## src/design/cpr_pkg.sv

```systemverilog
`default_nettype none
package cpr_pkg;

   localparam int unsigned MAX_LEN = 4096;
   localparam int unsigned POS_W = $clog2(MAX_LEN + 2);
   localparam int unsigned CONS_W = 13;
   localparam int unsigned COLOR_W = 24;

   localparam int unsigned SEG_HEX = 6;
   localparam int unsigned WIN_DEPTH = 14;
   localparam int unsigned FILL_W = 4;

   localparam logic [FILL_W-1:0] LEN_PLAIN = 4'd6;
   localparam logic [FILL_W-1:0] LEN_INV = 4'd7;
   localparam logic [FILL_W-1:0] LEN_RANGE = 4'd13;
   localparam logic [FILL_W-1:0] LEN_INV_RANGE = 4'd14;

   localparam logic [7:0] CH_BANG = 8'h21;
   localparam logic [7:0] CH_DASH = 8'h2D;
   localparam logic [7:0] CH_BAR = 8'h7C;

   localparam logic KIND_ENTRY = 1'b0;
   localparam logic KIND_STATUS = 1'b1;

   localparam int unsigned QUEUE_DEPTH = 4;
   localparam int unsigned QPTR_W = $clog2(QUEUE_DEPTH);

   typedef enum logic [1:0] {
      PH_START,
      PH_SEP,
      PH_STOP,
      PH_FAIL
   } cpr_phase_type;

   typedef enum logic [1:0] {
      ENT_PLAIN,
      ENT_INV,
      ENT_RANGE,
      ENT_INV_RANGE
   } cpr_entry_type;

   typedef struct packed {
      logic       ok;
      logic [3:0] nib;
   } cpr_hex_type;

   // one queue slot: an optional entry and an optional end-of-string status
   typedef struct packed {
      logic                has_entry;
      cpr_entry_type       etype;
      logic [COLOR_W-1:0]  base;
      logic [COLOR_W-1:0]  shift;
      logic                has_status;
      logic                err;
      logic [CONS_W-1:0]   cons;
   } cpr_rec_type;

   function automatic cpr_hex_type hex_decode(input logic [7:0] c);
      cpr_hex_type r;
      logic [7:0]  d;
      r.ok = 1'b1;
      d = 8'h00;
      if (c >= 8'h30 && c <= 8'h39) begin
         d = c - 8'h30;
      end else if (c >= 8'h61 && c <= 8'h66) begin
         d = c - 8'h57;
      end else if (c >= 8'h41 && c <= 8'h46) begin
         d = c - 8'h37;
      end else begin
         r.ok = 1'b0;
      end
      r.nib = d[3:0];
      return r;
   endfunction

endpackage
`default_nettype wire

```

## src/design/cpr_req_if.sv

```systemverilog
`default_nettype none
interface cpr_req_if;
   logic       valid;
   logic       ready;
   logic [7:0] ch;
   logic       end_of_text;

   modport source (output valid, ch, end_of_text, input ready);
   modport sink (input valid, ch, end_of_text, output ready);
endinterface
`default_nettype wire

```

## src/design/cpr_rsp_if.sv

```systemverilog
`default_nettype none
interface cpr_rsp_if;
   logic        valid;
   logic        ready;
   logic        item_kind;
   logic [1:0]  entry_type;
   logic [23:0] base_color;
   logic [23:0] shift_value;
   logic        parse_error;
   logic [12:0] consumed;
   logic        final_item;

   modport source (output valid, item_kind, entry_type, base_color, shift_value,
                   parse_error, consumed, final_item, input ready);
   modport sink (input valid, item_kind, entry_type, base_color, shift_value,
                 parse_error, consumed, final_item, output ready);
endinterface
`default_nettype wire

```

## src/design/cpr_front.sv

```systemverilog
`default_nettype none
module cpr_front (
   input wire                  clock,
   input wire                  reset,
   cpr_req_if.sink             req_if,
   output logic                push_valid,
   output cpr_pkg::cpr_rec_type push_rec,
   input wire                  queue_full
);

   logic [7:0]                      win_ff [cpr_pkg::WIN_DEPTH];
   logic [cpr_pkg::FILL_W-1:0]      fill_ff, fill_in;
   logic [cpr_pkg::POS_W-1:0]       pos_ff, pos_in;
   logic [cpr_pkg::POS_W-1:0]       cons_ff, cons_in;
   cpr_pkg::cpr_phase_type          phase_ff, phase_in;

   logic                            accept;
   logic [cpr_pkg::POS_W-1:0]       pos_inc;
   cpr_pkg::cpr_phase_type          phase_a;
   logic [7:0]                      win_a [cpr_pkg::WIN_DEPTH];
   logic [cpr_pkg::FILL_W-1:0]      fill_a;
   logic [cpr_pkg::WIN_DEPTH-1:0]   hok;
   logic [3:0]                      nib [cpr_pkg::WIN_DEPTH];
   logic [cpr_pkg::COLOR_W-1:0]     col0, col1, col7, col8;
   logic                            ok0, ok1, ok7, ok8;

   logic                            settle, short_tail, hex_ok, bang;
   cpr_pkg::cpr_entry_type          etype;
   logic [cpr_pkg::FILL_W-1:0]      seg_len;
   logic [7:0]                      sep_ch;
   logic                            emit_entry;
   logic [cpr_pkg::POS_W-1:0]       cons_adv;
   logic                            err;

   assign req_if.ready = !queue_full;
   assign accept = req_if.valid && req_if.ready;

   // window with the incoming character placed, and hex decode of each slot
   always_comb begin
      cpr_pkg::cpr_hex_type h;
      pos_inc = pos_ff;
      if (pos_ff <= cpr_pkg::POS_W'(cpr_pkg::MAX_LEN)) begin
         pos_inc = pos_ff + 1'b1;
      end
      phase_a = (pos_inc > cpr_pkg::POS_W'(cpr_pkg::MAX_LEN)) ? cpr_pkg::PH_FAIL : phase_ff;
      for (int i = 0; i < cpr_pkg::WIN_DEPTH; i++) begin
         win_a[i] = win_ff[i];
      end
      if (phase_a == cpr_pkg::PH_START && fill_ff < cpr_pkg::FILL_W'(cpr_pkg::WIN_DEPTH)) begin
         win_a[fill_ff] = req_if.ch;
      end
      fill_a = fill_ff + 1'b1;
      for (int i = 0; i < cpr_pkg::WIN_DEPTH; i++) begin
         h = cpr_pkg::hex_decode(win_a[i]);
         hok[i] = h.ok;
         nib[i] = h.nib;
      end
      for (int i = 0; i < cpr_pkg::SEG_HEX; i++) begin
         col0[cpr_pkg::COLOR_W-1-4*i -: 4] = nib[i];
         col1[cpr_pkg::COLOR_W-1-4*i -: 4] = nib[i+1];
         col7[cpr_pkg::COLOR_W-1-4*i -: 4] = nib[i+7];
         col8[cpr_pkg::COLOR_W-1-4*i -: 4] = nib[i+8];
      end
      ok0 = &hok[5:0];
      ok1 = &hok[6:1];
      ok7 = &hok[12:7];
      ok8 = &hok[13:8];
   end

   // classify the segment at the head of the window
   always_comb begin
      bang = (win_a[0] == cpr_pkg::CH_BANG);
      settle = 1'b0;
      short_tail = 1'b0;
      etype = cpr_pkg::ENT_PLAIN;
      if (bang) begin
         if (fill_a >= 4'd8 && win_a[7] != cpr_pkg::CH_DASH) begin
            settle = 1'b1;
            etype = cpr_pkg::ENT_INV;
         end else if (fill_a >= cpr_pkg::LEN_INV_RANGE) begin
            settle = 1'b1;
            etype = cpr_pkg::ENT_INV_RANGE;
         end else if (req_if.end_of_text) begin
            if (fill_a < cpr_pkg::LEN_INV) begin
               short_tail = 1'b1;
            end else begin
               settle = 1'b1;
               etype = cpr_pkg::ENT_INV;
            end
         end
      end else begin
         if (fill_a >= cpr_pkg::LEN_INV && win_a[6] != cpr_pkg::CH_DASH) begin
            settle = 1'b1;
            etype = cpr_pkg::ENT_PLAIN;
         end else if (fill_a >= cpr_pkg::LEN_RANGE) begin
            settle = 1'b1;
            etype = cpr_pkg::ENT_RANGE;
         end else if (req_if.end_of_text) begin
            if (fill_a < cpr_pkg::LEN_PLAIN) begin
               short_tail = 1'b1;
            end else begin
               settle = 1'b1;
               etype = cpr_pkg::ENT_PLAIN;
            end
         end
      end
      unique case (etype)
         cpr_pkg::ENT_PLAIN: begin
            seg_len = cpr_pkg::LEN_PLAIN;
            hex_ok = ok0;
            sep_ch = win_a[6];
         end
         cpr_pkg::ENT_INV: begin
            seg_len = cpr_pkg::LEN_INV;
            hex_ok = ok1;
            sep_ch = win_a[7];
         end
         cpr_pkg::ENT_RANGE: begin
            seg_len = cpr_pkg::LEN_RANGE;
            hex_ok = ok0 && ok7;
            sep_ch = 8'h00;
         end
         default: begin
            seg_len = cpr_pkg::LEN_INV_RANGE;
            hex_ok = ok1 && ok8;
            sep_ch = 8'h00;
         end
      endcase
      cons_adv = cons_ff + cpr_pkg::POS_W'(seg_len);
   end

   // next state
   always_comb begin
      phase_in = phase_ff;
      fill_in = fill_ff;
      pos_in = pos_ff;
      cons_in = cons_ff;
      emit_entry = 1'b0;
      if (accept) begin
         pos_in = pos_inc;
         phase_in = phase_a;
         unique case (phase_a)
            cpr_pkg::PH_SEP: begin
               if (req_if.ch == cpr_pkg::CH_BAR) begin
                  cons_in = pos_inc;
                  phase_in = cpr_pkg::PH_START;
               end else begin
                  phase_in = cpr_pkg::PH_STOP;
               end
            end
            cpr_pkg::PH_START: begin
               fill_in = fill_a;
               if (short_tail || (settle && !hex_ok)) begin
                  phase_in = cpr_pkg::PH_FAIL;
               end else if (settle) begin
                  emit_entry = 1'b1;
                  fill_in = '0;
                  cons_in = cons_adv;
                  if (fill_a == seg_len) begin
                     phase_in = cpr_pkg::PH_SEP;
                  end else if (sep_ch == cpr_pkg::CH_BAR) begin
                     cons_in = cons_adv + 1'b1;
                     phase_in = cpr_pkg::PH_START;
                  end else begin
                     phase_in = cpr_pkg::PH_STOP;
                  end
               end
            end
            default: ;
         endcase
      end
   end

   // queue record
   always_comb begin
      unique case (phase_in)
         cpr_pkg::PH_FAIL: err = 1'b1;
         cpr_pkg::PH_STOP: err = (pos_in - cons_in) < cpr_pkg::POS_W'(cpr_pkg::SEG_HEX);
         cpr_pkg::PH_SEP:  err = 1'b0;
         default:          err = (fill_in != '0);
      endcase
      push_valid = accept && (emit_entry || req_if.end_of_text);
      push_rec.has_entry = emit_entry;
      push_rec.etype = etype;
      push_rec.base = (etype == cpr_pkg::ENT_PLAIN || etype == cpr_pkg::ENT_RANGE) ? col0 : col1;
      unique case (etype)
         cpr_pkg::ENT_RANGE:     push_rec.shift = col7;
         cpr_pkg::ENT_INV_RANGE: push_rec.shift = col8;
         default:                push_rec.shift = '0;
      endcase
      push_rec.has_status = req_if.end_of_text;
      push_rec.err = err;
      push_rec.cons = cons_in[cpr_pkg::CONS_W-1:0];
   end

   always_ff @(posedge clock) begin
      if (accept && phase_a == cpr_pkg::PH_START &&
          fill_ff < cpr_pkg::FILL_W'(cpr_pkg::WIN_DEPTH)) begin
         win_ff[fill_ff] <= req_if.ch;
      end
   end

   always_ff @(posedge clock) begin
      if (reset) begin
         phase_ff <= cpr_pkg::PH_START;
         fill_ff <= '0;
         pos_ff <= '0;
         cons_ff <= '0;
      end else if (accept && req_if.end_of_text) begin
         // string done: back to the start for the next one
         phase_ff <= cpr_pkg::PH_START;
         fill_ff <= '0;
         pos_ff <= '0;
         cons_ff <= '0;
      end else begin
         phase_ff <= phase_in;
         fill_ff <= fill_in;
         pos_ff <= pos_in;
         cons_ff <= cons_in;
      end
   end

endmodule
`default_nettype wire

```

## src/design/cpr_queue.sv

```systemverilog
`default_nettype none
module cpr_queue (
   input wire                    clock,
   input wire                    reset,
   input wire                    push_valid,
   input var cpr_pkg::cpr_rec_type push_rec,
   output logic                  full,
   output logic                  pop_valid,
   output cpr_pkg::cpr_rec_type  pop_rec,
   input wire                    pop_ready
);

   cpr_pkg::cpr_rec_type          mem_ff [cpr_pkg::QUEUE_DEPTH];
   logic [cpr_pkg::QPTR_W-1:0]    wr_ptr_ff, wr_ptr_in;
   logic [cpr_pkg::QPTR_W-1:0]    rd_ptr_ff, rd_ptr_in;
   logic [cpr_pkg::QPTR_W:0]      count_ff, count_in;
   logic                          do_push, do_pop;

   assign full = (count_ff == (cpr_pkg::QPTR_W+1)'(cpr_pkg::QUEUE_DEPTH));
   assign pop_valid = (count_ff != '0);
   assign pop_rec = mem_ff[rd_ptr_ff];
   assign do_push = push_valid && !full;
   assign do_pop = pop_valid && pop_ready;

   always_comb begin
      wr_ptr_in = do_push ? wr_ptr_ff + 1'b1 : wr_ptr_ff;
      rd_ptr_in = do_pop ? rd_ptr_ff + 1'b1 : rd_ptr_ff;
      count_in = count_ff;
      if (do_push && !do_pop) begin
         count_in = count_ff + 1'b1;
      end else if (do_pop && !do_push) begin
         count_in = count_ff - 1'b1;
      end
   end

   always_ff @(posedge clock) begin
      if (do_push) begin
         mem_ff[wr_ptr_ff] <= push_rec;
      end
   end

   always_ff @(posedge clock) begin
      if (reset) begin
         wr_ptr_ff <= '0;
         rd_ptr_ff <= '0;
         count_ff <= '0;
      end else begin
         wr_ptr_ff <= wr_ptr_in;
         rd_ptr_ff <= rd_ptr_in;
         count_ff <= count_in;
      end
   end

endmodule
`default_nettype wire

```

## src/design/cpr_back.sv

```systemverilog
`default_nettype none
module cpr_back (
   input wire                    clock,
   input wire                    reset,
   input wire                    pop_valid,
   input var cpr_pkg::cpr_rec_type pop_rec,
   output logic                  pop_ready,
   cpr_rsp_if.source             rsp_if
);

   logic                          out_valid_ff, out_valid_in;
   logic                          pend_ff, pend_in;
   logic                          pend_err_ff;
   logic [cpr_pkg::CONS_W-1:0]    pend_cons_ff;
   logic                          can_load, load_pend, load_head, head_entry;

   logic                          kind_ff, kind_in;
   logic [1:0]                    type_ff, type_in;
   logic [cpr_pkg::COLOR_W-1:0]   base_ff, base_in;
   logic [cpr_pkg::COLOR_W-1:0]   shift_ff, shift_in;
   logic                          err_ff, err_in;
   logic [cpr_pkg::CONS_W-1:0]    cons_ff, cons_in;

   assign can_load = !out_valid_ff || rsp_if.ready;
   // a held status goes out before the next queue slot
   assign load_pend = can_load && pend_ff;
   assign load_head = can_load && !pend_ff && pop_valid;
   assign pop_ready = load_head;
   assign head_entry = pop_rec.has_entry;

   always_comb begin
      out_valid_in = out_valid_ff && !rsp_if.ready;
      pend_in = pend_ff;
      kind_in = kind_ff;
      type_in = type_ff;
      base_in = base_ff;
      shift_in = shift_ff;
      err_in = err_ff;
      cons_in = cons_ff;
      if (load_pend || (load_head && !head_entry)) begin
         out_valid_in = 1'b1;
         pend_in = 1'b0;
         kind_in = cpr_pkg::KIND_STATUS;
         type_in = '0;
         base_in = '0;
         shift_in = '0;
         err_in = load_pend ? pend_err_ff : pop_rec.err;
         cons_in = load_pend ? pend_cons_ff : pop_rec.cons;
      end else if (load_head) begin
         out_valid_in = 1'b1;
         pend_in = pop_rec.has_status;
         kind_in = cpr_pkg::KIND_ENTRY;
         type_in = pop_rec.etype;
         base_in = pop_rec.base;
         shift_in = pop_rec.shift;
         err_in = 1'b0;
         cons_in = '0;
      end
   end

   always_ff @(posedge clock) begin
      if (load_head) begin
         pend_err_ff <= pop_rec.err;
         pend_cons_ff <= pop_rec.cons;
      end
      kind_ff <= kind_in;
      type_ff <= type_in;
      base_ff <= base_in;
      shift_ff <= shift_in;
      err_ff <= err_in;
      cons_ff <= cons_in;
   end

   always_ff @(posedge clock) begin
      if (reset) begin
         out_valid_ff <= 1'b0;
         pend_ff <= 1'b0;
      end else begin
         out_valid_ff <= out_valid_in;
         pend_ff <= pend_in;
      end
   end

   assign rsp_if.valid = out_valid_ff;
   assign rsp_if.item_kind = kind_ff;
   assign rsp_if.entry_type = type_ff;
   assign rsp_if.base_color = base_ff;
   assign rsp_if.shift_value = shift_ff;
   assign rsp_if.parse_error = err_ff;
   assign rsp_if.consumed = cons_ff;
   assign rsp_if.final_item = (kind_ff == cpr_pkg::KIND_STATUS);

endmodule
`default_nettype wire

```

## src/design/color_list_text_parser.sv

```systemverilog
// A result item is written to a queue slot on the edge that accepts the character
// that settles it, then moves to the output register once that register is free.
// One character per cycle while the queue is not full; the output register gives one
// item per cycle while rsp_if is ready; a final entry and its status go out in turn.
// The four-slot queue between parser and output absorbs output stalls.
// Reset (synchronous, active high) returns the parser to the start of a string
// and empties the queue and output register.
`default_nettype none
module color_list_text_parser (
   input wire          clock,
   input wire          reset,
   cpr_req_if.sink     req_if,
   cpr_rsp_if.source   rsp_if
);

   logic                  push_valid, queue_full;
   cpr_pkg::cpr_rec_type  push_rec, pop_rec;
   logic                  pop_valid, pop_ready;

   cpr_front u_front (
      .clock      (clock),
      .reset      (reset),
      .req_if     (req_if),
      .push_valid (push_valid),
      .push_rec   (push_rec),
      .queue_full (queue_full)
   );

   cpr_queue u_queue (
      .clock      (clock),
      .reset      (reset),
      .push_valid (push_valid),
      .push_rec   (push_rec),
      .full       (queue_full),
      .pop_valid  (pop_valid),
      .pop_rec    (pop_rec),
      .pop_ready  (pop_ready)
   );

   cpr_back u_back (
      .clock     (clock),
      .reset     (reset),
      .pop_valid (pop_valid),
      .pop_rec   (pop_rec),
      .pop_ready (pop_ready),
      .rsp_if    (rsp_if)
   );

endmodule
`default_nettype wire
```

## src/flat_wrapper.sv

```systemverilog
// flat-port wrapper written by rule: the top's interface ports become plain ports
module color_list_text_parser_flat 
  (clock, reset, req_if_valid, req_if_ch, req_if_end_of_text, req_if_ready, rsp_if_valid, rsp_if_item_kind, rsp_if_entry_type, rsp_if_base_color, rsp_if_shift_value, rsp_if_parse_error, rsp_if_consumed, rsp_if_final_item, rsp_if_ready);
  cpr_req_if req_if_i ();
  cpr_rsp_if rsp_if_i ();
  input wire clock;
  input wire reset;
  input wire logic [$bits(req_if_i.valid)-1:0] req_if_valid;
  input wire logic [$bits(req_if_i.ch)-1:0] req_if_ch;
  input wire logic [$bits(req_if_i.end_of_text)-1:0] req_if_end_of_text;
  output wire logic [$bits(req_if_i.ready)-1:0] req_if_ready;
  output wire logic [$bits(rsp_if_i.valid)-1:0] rsp_if_valid;
  output wire logic [$bits(rsp_if_i.item_kind)-1:0] rsp_if_item_kind;
  output wire logic [$bits(rsp_if_i.entry_type)-1:0] rsp_if_entry_type;
  output wire logic [$bits(rsp_if_i.base_color)-1:0] rsp_if_base_color;
  output wire logic [$bits(rsp_if_i.shift_value)-1:0] rsp_if_shift_value;
  output wire logic [$bits(rsp_if_i.parse_error)-1:0] rsp_if_parse_error;
  output wire logic [$bits(rsp_if_i.consumed)-1:0] rsp_if_consumed;
  output wire logic [$bits(rsp_if_i.final_item)-1:0] rsp_if_final_item;
  input wire logic [$bits(rsp_if_i.ready)-1:0] rsp_if_ready;
  assign req_if_i.valid = req_if_valid;
  assign req_if_i.ch = req_if_ch;
  assign req_if_i.end_of_text = req_if_end_of_text;
  assign req_if_ready = req_if_i.ready;
  assign rsp_if_valid = rsp_if_i.valid;
  assign rsp_if_item_kind = rsp_if_i.item_kind;
  assign rsp_if_entry_type = rsp_if_i.entry_type;
  assign rsp_if_base_color = rsp_if_i.base_color;
  assign rsp_if_shift_value = rsp_if_i.shift_value;
  assign rsp_if_parse_error = rsp_if_i.parse_error;
  assign rsp_if_consumed = rsp_if_i.consumed;
  assign rsp_if_final_item = rsp_if_i.final_item;
  assign rsp_if_i.ready = rsp_if_ready;
  color_list_text_parser u_core (.clock(clock), .reset(reset), .req_if(req_if_i), .rsp_if(rsp_if_i));
endmodule
```

## config.mk

```make
export PLATFORM = sky130hd
export DESIGN_NAME = color_list_text_parser_flat
export DESIGN_NICKNAME = d
export VERILOG_FILES = /design/src/design/cpr_pkg.sv /design/src/design/cpr_req_if.sv /design/src/design/cpr_rsp_if.sv /design/src/design/cpr_front.sv /design/src/design/cpr_queue.sv /design/src/design/cpr_back.sv /design/src/design/color_list_text_parser.sv /design/src/flat_wrapper.sv
export SDC_FILE = /design/constraint.sdc
export NUM_CORES = 1
export LEC_CHECK = 0
export BUFFER_PORTS_ARGS = -buffer_cell sky130_fd_sc_hd__buf_4
export CORE_MARGIN = 3
export CORE_UTILIZATION = 40
export DETAILED_ROUTE_END_ITERATION = 8
export PLACE_DENSITY_LB_ADDON = 0.3
export SLEW_MARGIN = 20
export SYNTH_ARGS = -nofsm -noshare
export SYNTH_HDL_FRONTEND = slang
export SYNTH_SLANG_ARGS = --single-unit
```

## constraint.sdc

```tcl
create_clock -name clock -period 12.2 [get_ports clock]
set_clock_uncertainty 0.2 [all_clocks]
set_input_delay 1.22 -clock clock [delete_from_list [all_inputs] [get_ports clock]]
set_output_delay 1.22 -clock clock [all_outputs]
set_load 0.02 [all_outputs]
```

==> results of run 1 <==
[sequential cells by signal, indices dropped and copies added (netlist names), named ones only]
| signal | count |
|---|---|
| u_core.u_front.phase_ff | 2 |
| u_core.u_back.pend_err_ff | 1 |
| u_core.u_queue.rd_ptr_ff | 2 |
| u_core.u_back.rsp_if.consumed | 13 |
| u_core.u_back.rsp_if.final_item | 1 |
| u_core.u_front.pos_ff | 13 |
| u_core.u_back.rsp_if.shift_value | 24 |
| u_core.u_front.cons_ff | 13 |
| u_core.u_queue.count_ff | 3 |
| u_core.u_front.win_ff | 112 |
| u_core.u_queue.mem_ff | 264 |
| u_core.u_back.rsp_if.base_color | 24 |
| u_core.u_front.fill_ff | 4 |
| u_core.u_back.pend_cons_ff | 13 |
| u_core.u_back.rsp_if.entry_type | 2 |
| u_core.u_back.rsp_if.valid | 1 |
| u_core.u_back.rsp_if.parse_error | 1 |
| u_core.u_queue.wr_ptr_ff | 2 |
| u_core.u_back.pend_ff | 1 |
[per-layer routing]
layer / share of wire / up-vias / wire [um]
met1: 0.45 / 8656 / 29250
met5: 0 / - / 0
met3: 0.070 / 124 / 4575
met4: 0.031 / 0 / 2053
met2: 0.45 / 575 / 29800
li1: - / 8011 / -
[cells by family (layout without fill, tap and decap cells)]
family                   Yosys count  count (layout)  synth area share
buffers and inverters            184             275           0.03055
XOR/XNOR                          61              61           0.02124
AO/OA/AOI/OAI                    445             445            0.1202
adder cells (fa/ha/maj)           77              77           0.03920
multiplexers                     162             162           0.09811
AND/OR/NAND/NOR                  691             691            0.1334
flip-flops                       498             498            0.5572
[worst min-delay path by stage]
stage	end	cells after the start
floorplan	u_core.u_queue.count_ff[2]	2
global placement	u_core.u_back.rsp_if.base_color[16]	2
detailed placement	u_core.u_back.rsp_if.base_color[21]	2
CTS	u_core.u_back.rsp_if.shift_value[23]	2
global route	u_core.u_back.rsp_if.base_color[15]	2
finish	u_core.u_back.rsp_if.base_color[21]	2
[per-stage QoR]
stage,hold WS [ns],cell area [um2],worst slack [ns],std cells
floorplan,0.2719,25150,2.773,2118
global placement,0.2423,26530,1.777,2952
detailed placement,0.2472,26530,1.311,2952
CTS,0.2558,28180,1.254,3046
global route,0.2727,28190,0.2337,3046
finish,0.2518,28190,1.025,3046
[layout by cell type, fill, tap and decap left out, drive strengths merged, types with 11 or more instances in the layout]
| cell | netlist | routed |
|---|---|---|
| ha | 74 | 74 |
| edfxtp | 404 | 404 |
| o221ai | 11 | 11 |
| nor2 | 164 | 164 |
| and3 | 16 | 16 |
| nor4b | 11 | 11 |
| and2 | 20 | 20 |
| a2111oi | 11 | 11 |
| o211ai | 15 | 15 |
| nand4 | 15 | 15 |
| nand2 | 269 | 269 |
| mux2 | 16 | 16 |
| a31oi | 16 | 16 |
| a21oi | 151 | 151 |
| nor2b | 34 | 34 |
| inv | 74 | 75 |
| mux4 | 66 | 66 |
| buf | 33 | 106 |
| o31ai | 14 | 14 |
| nand2b | 29 | 29 |
| xor2 | 18 | 18 |
| clkbuf | 76 | 60 |
| clkinv | 1 | 25 |
| nor3 | 27 | 27 |
| xnor2 | 43 | 43 |
| a211oi | 15 | 15 |
| nand3 | 39 | 39 |
| o21bai | 20 | 20 |
| o21ai | 86 | 86 |
| dfxtp | 94 | 94 |
| o22ai | 25 | 25 |
| a22o | 11 | 11 |
| mux2i | 80 | 80 |
[cell type report]
type | count | area (um2) | share of cell area
flip-flops and latches | 498 | 14020 | 0.4972
multi-input cells | 1436 | 10410 | 0.3691
clock buffers | 60 | 1310 | 0.04647
well taps | 837 | 1047 | 0.03715
repair buffers | 106 | 795.8 | 0.02823
clock inverters | 34 | 332.8 | 0.01180
inverters | 75 | 281.5 | 0.009985
[worst max-delay path, delay by kind of cell, from the launching register on]
kind / cells / cell delay, ns
buffers and inverters: 5 / 1.17
XOR/XNOR: 1 / 0.23
flip-flops: 1 / 0.40
AND/OR/NAND/NOR: 15 / 3.01
AO/OA/AOI/OAI: 14 / 4.15
multiplexers: 1 / 0.40
adder cells (fa/ha/maj): 5 / 1.36
[power by group through the flow]
stage | combinational [mW] | sequential (mW) | clock, mW
global placement | 1.24 | 2.18 | 0
detailed placement | 1.26 | 2.19 | 0
global route | 1.35 | 2.17 | 1.63
CTS | 1.26 | 2.15 | 1.56
floorplan | 0.761 | 2.26 | 0
finish | 1.24 | 2.15 | 1.53
==> results.md, run 1 <==
* Status: finished, final reports clean
* Post-synth EDFFs at 404
* GRT met3 Usage at 0.03654
* R2r worst-path depth at 41
* Switch Pwr at 1.523 mW
* Tot Pwr at 4.916 mW
* Worst Setup Path Type: reg -> reg
* Antenna Cells at 0
* Slew headroom at 0.2492
* Chip Height at 256.7 um
* Worst reg-to-reg setup slack at 1.03 ns
* Critical path data arrival time at 11.31 ns
* CP Capture Point: u_core.u_queue.mem_ff[2][13]
* Crit-path slowest cell: o31ai_4
* Total GRT Usage at 0.1952
* Met1 usage at 0.2751
* Worst setup SP type: flop
* PortBufs at 80
* CTS tree: built
* Cell taking the most area after synthesis: edfxtp_1
* Fillers at 5664
* Most used DFF post-synth: edfxtp_1
* Site Rows at 91
* Switch share at 0.3098
* Hpwl dp at 45070 um
* Post-CTS Setup Bufs at 0
* DR DRC count at 0
* Ranking of synthesized cells by area: edfxtp_1 (48%), dfxtp_1 (7.5%), mux4_2 (5.9%), nand2_1 (4.0%), ha_1 (3.7%)
* TNS Setup at 0 ns
* Seq pwr share at 0.438
* Clk buf depth at 3
* Fin. max-slew vios at 0
* Share of cells above drive strength 1 at 0.1471
* Worst reg2reg startpoint: u_core.u_front.pos_ff[0]
* Core ar. at 61940 um2
* Max-cap viol count at 0
* CP endpoint kind: flop
* Syn Inst Count at 2118
* YS warnings at 0
* H-tree lvl count at 2
* CTS hold repair buffers at 0
* Peak Freq at 89.49 MHz
* Worst Setup SP: u_core.u_front.pos_ff[0]
* Die X at 256.7 um
* Pleak at 9.872 nW
* Clock power frac at 0.311
* Hold_sp: u_core.u_back.rsp_if.base_color[21]
* Sink Count at 498
* RSZ-0062 raised after global routing: no
* Synth top area share at 0.4824
* Drt pass-1 iters at 6
* Met2 GRT Util at 0.3053
* Antenna viol nets, final at 0
* Distinct cells, synth at 110
* Vias in the first global route at 16760
* Area grow syn2layout at 12.10%
* Post-synthesis async set-or-reset flop share at 0
* Min Tclk post-route at 11.17 ns
* Syn Nets at 2208
* Worst vdd ir at 0.1356 mV
* Die ar. at 65920 um2
* Crit Path Max Fanout at 24
* Critical Path Most Common Cell: ha_1
* Reg-to-reg critical path endpoint: u_core.u_queue.mem_ff[2][13]
* Final design utilization at 0.4552
* Final #Nets at 2258
* Synth Register Bits at 498
* Total internal power at 3.393 mW
* Finish-stage setup viols at 0
* Via Count at 17370
* Pwr dens at 174.4 nW/um2
* Post-synthesis sequential area ratio at 0.5572
* CP Data Required Time at 12.34 ns
* Gr ovfl total at 0
* DR WL/cell at 21.56 um
* Root Buffer: clkbuf_16
* Reg clk slew, reported paths at 0.06 ns
* Most frequent cell after synthesis: edfxtp_1
* Slew @ Worst Pin at 1.118 ns
* First-pass GRT wire length at 100700 um
* Final GP Congestion at 1.002
* Final WL at 65690 um
* Top cells by count, synth: edfxtp_1 (404), nand2_1 (269), nor2_1 (162)
* Fin. Hold Viols at 0
* Drt initial violations at 1587
* Period utilisation layout at 0.9160
* Grt peak-use layer: met2
* Post-Syn Area at 25150 um2
* Initial Util at 0.4060
* CP peak stage delay at 0.68 ns
* Largest net degree at the start of global routing at 68
* Initial antenna violation count at 0
* Min-delay worst type: reg -> reg
* DR vias/cell at 5.701
* Logic pwr share at 0.252
* Clock latency on the worst-skew pair at 0.60 ns
* Post-CTS sizing at 0
* Syn Area/Cell at 11.87 um2
* I/O pin total at 81
* CTS Buf Count at 51
No activity file was read; power rests on OpenSTA's default activity.
==> run 2: changes to the inputs <==
--- a/config.mk
+++ b/config.mk
@@ -9,6 +9,7 @@
 export CORE_MARGIN = 3
 export CORE_UTILIZATION = 40
 export DETAILED_ROUTE_END_ITERATION = 8
+export MAX_ROUTING_LAYER = met4
 export PLACE_DENSITY_LB_ADDON = 0.3
 export SLEW_MARGIN = 20
 export SYNTH_ARGS = -nofsm -noshare
==> results.md, run 2 (synthesis results as in run 1) <==
* Critical path depth at 41 (unchanged)
* Worst Hold Depth at 2 (unchanged)
* Worst setup SP type: flop
* I/O pin total at 81 (unchanged)
* Crit-path slowest cell: ha_1
* Period utilisation layout at 0.9247 (+0.008707)
* Min Tclk post-route at 11.28 ns (+0.1062 ns)
* Site Rows at 91 (unchanged)
* Slew headroom at 0.2438 (-0.005344)
* Finish-stage setup viols at 0 (unchanged)
* Final Non-Filler Cells at 3051 (+0.16%)
* Commonest non-fill, non-tap cell in the layout: edfxtp_1
* CP peak stage delay at 0.75 ns (+0.07 ns)
* TNS Setup at 0 ns (unchanged)
* CTS hold repair buffers at 0 (unchanged)
* Max-cap viol count at 0 (unchanged)
* Core ar. at 61940 um2 (unchanged)
* Top flop regs: u_core.u_queue.mem_ff (264), u_core.u_front.win_ff (112)
* DR vias/cell at 5.665 (-0.64%)
* Status: finished, final reports clean
* Peak Freq at 88.64 MHz (-0.94%)
* Fillers at 5649 (-0.26%)
* Hpwl dp at 45170 um (+0.23%)
* Chip Height at 256.7 um (unchanged)
* CP endpoint kind: flop
* Largest net degree at the start of global routing at 61 (-10%)
* Initial antenna violation count at 1 (+1)
* Post-CTS sizing at 0 (unchanged)
* Worst Setup Path Type: reg -> reg
* DR WL/cell at 21.62 um (+0.24%)
* Vias in the first global route at 16800 (+0.26%)
* Die X at 256.7 um (unchanged)
* Reg clk slew, reported paths at 0.06 ns (about the same)
* Final GP Congestion at 1.011 (+0.91%)
* Drt initial violations at 1564 (-1.4%)
* Sink Count at 498 (unchanged)
* Pwr dens at 175.6 nW/um2 (+0.68%)
* R2r worst-path depth at 41 (unchanged)
* Clock latency on the worst-skew pair at 0.62 ns (+0.02 ns)
* Final WL at 65950 um (+0.40%)
* Area of the multi-input gates at 10410 um2 (about the same)
* Total GRT Usage at 0.2019 (+0.006729)
* Most flops, register: u_core.u_queue.mem_ff
* Crit Path Max Fanout at 21 (-13%)
* Final #Nets at 2260 (+0.089%)
* CTS tree: built
* Antenna viol nets, final at 0 (unchanged)
* Area grow syn2layout at 12.42%
* Drt pass-1 iters at 5 (-1)
* PortBufs at 80 (unchanged)
* H-tree lvl count at 2 (unchanged)
* Dpl cells at 2954 (+0.068%)
* Share of cells above drive strength 1 at 0.1505 (+0.003349)
* RSZ-0062 raised after global routing: no
* CP Data Required Time at 12.31 ns (-0.03 ns)
* Root Buffer: clkbuf_16
* CP bufs+invs at 3 (-2)
* First-pass GRT wire length at 100700 um (about the same)
* Critical path data arrival time at 11.40 ns (+0.09 ns)
* CP delay by family, top: compound AO/OA/AOI/OAI gates
* Post-CTS Setup Bufs at 0 (unchanged)
* Reg area at 14020 um2 (unchanged)
* Fin. Hold Viols at 0 (unchanged)
* Fin. max-slew vios at 0 (unchanged)
* Initial Util at 0.4060 (unchanged)
* Most frequent cells in the layout: edfxtp_1 (404), nand2_1 (269), nor2_1 (162)
* Die ar. at 65920 um2 (unchanged)
* Slew @ Worst Pin at 1.126 ns (+0.007955 ns)
* Min-delay worst type: reg -> reg
* DR DRC count at 0 (unchanged)
* CTS Buf Count at 51 (unchanged)
* Max FFs per register at 264 (unchanged)
* Clk buf depth at 3 (unchanged)
* Worst vdd ir at 0.1314 mV (-3.1%)
* Pleak at 9.918 nW (+0.47%)
* Critical Path Most Common Cell: ha_1
* Gr ovfl total at 0 (unchanged)
* Via Count at 17280 (-0.47%)
## run 2: cell types whose count changed in the layout (fill, tap and decap cells not counted), sizes merged
cell / delta
buf: +2
clkinv: -7
diode: +1
clkinvlp: -1
clkbuf: +9
inv: +1
## run 2: final timing paths
| path | startpoint | endpoint | slack, ns |
|---|---|---|---|
| hold reg to reg | u_core.u_back.rsp_if.base_color[15] | u_core.u_back.rsp_if.base_color[15] | 0.25 |
| hold / removal | u_core.u_back.rsp_if.base_color[15] | u_core.u_back.rsp_if.base_color[15] | 0.25 |
| setup / recovery | u_core.u_front.pos_ff[0] | u_core.u_queue.mem_ff[3][13] | 0.92 |
| setup reg to reg | u_core.u_front.pos_ff[0] | u_core.u_queue.mem_ff[3][13] | 0.92 |
## run 2: power breakdown
group / switching, mW / internal [mW] / total [mW]
logic: 0.782 / 0.461 / 1.24
registers: 0.0979 / 2.06 / 2.15
clock network: 0.657 / 0.910 / 1.57
## run 2: metal layers
layer  wire, um  up-vias  share of wire  GRT usage
met2      30280      614           0.46     0.3124
met5          0        -              0          -
met3       4795       96          0.073    0.04109
met1      29420     8539           0.45     0.2741
met4       1447        0          0.022    0.04945
li1           -     8035              -          -
## run 2: per-stage QoR
step | utilization | worst slack [ns] | instance area, um2 | power, mW | hold slack [ns]
2_1_floorplan | - | 2.773 | 25150 | 3.017 | 0.2719
3_3_place_gp | 0.4286 | 1.592 | 26550 | 3.424 | 0.2425
3_5_place_dp | 0.4286 | 1.115 | 26550 | 3.446 | 0.2480
4_1_cts | 0.4561 | 1.011 | 28250 | 5.024 | 0.2566
5_1_grt | 0.4565 | 0.08801 | 28270 | 5.213 | 0.2704
6_report | 0.4565 | 0.9189 | 28270 | 4.964 | 0.2539
## run 2: layout make-up
| class | count | area share |
|---|---|---|
| Sequential cell | 498 | 0.4958 |
| Clock inverter | 27 | 0.01133 |
| Antenna cell | 1 | 0.00008851 |
| Inverter | 75 | 0.009957 |
| Timing Repair Buffer | 108 | 0.02868 |
| Clock buffer | 69 | 0.04894 |
| Multi-Input combinational cell | 1436 | 0.3681 |
| Tap cell | 837 | 0.03704 |
## run 2: worst min-delay path: stages, from the launching register on
cell and delay [ns]:
dfxtp_1 0.31, nand2_1 0.05, a21oi_1 0.05
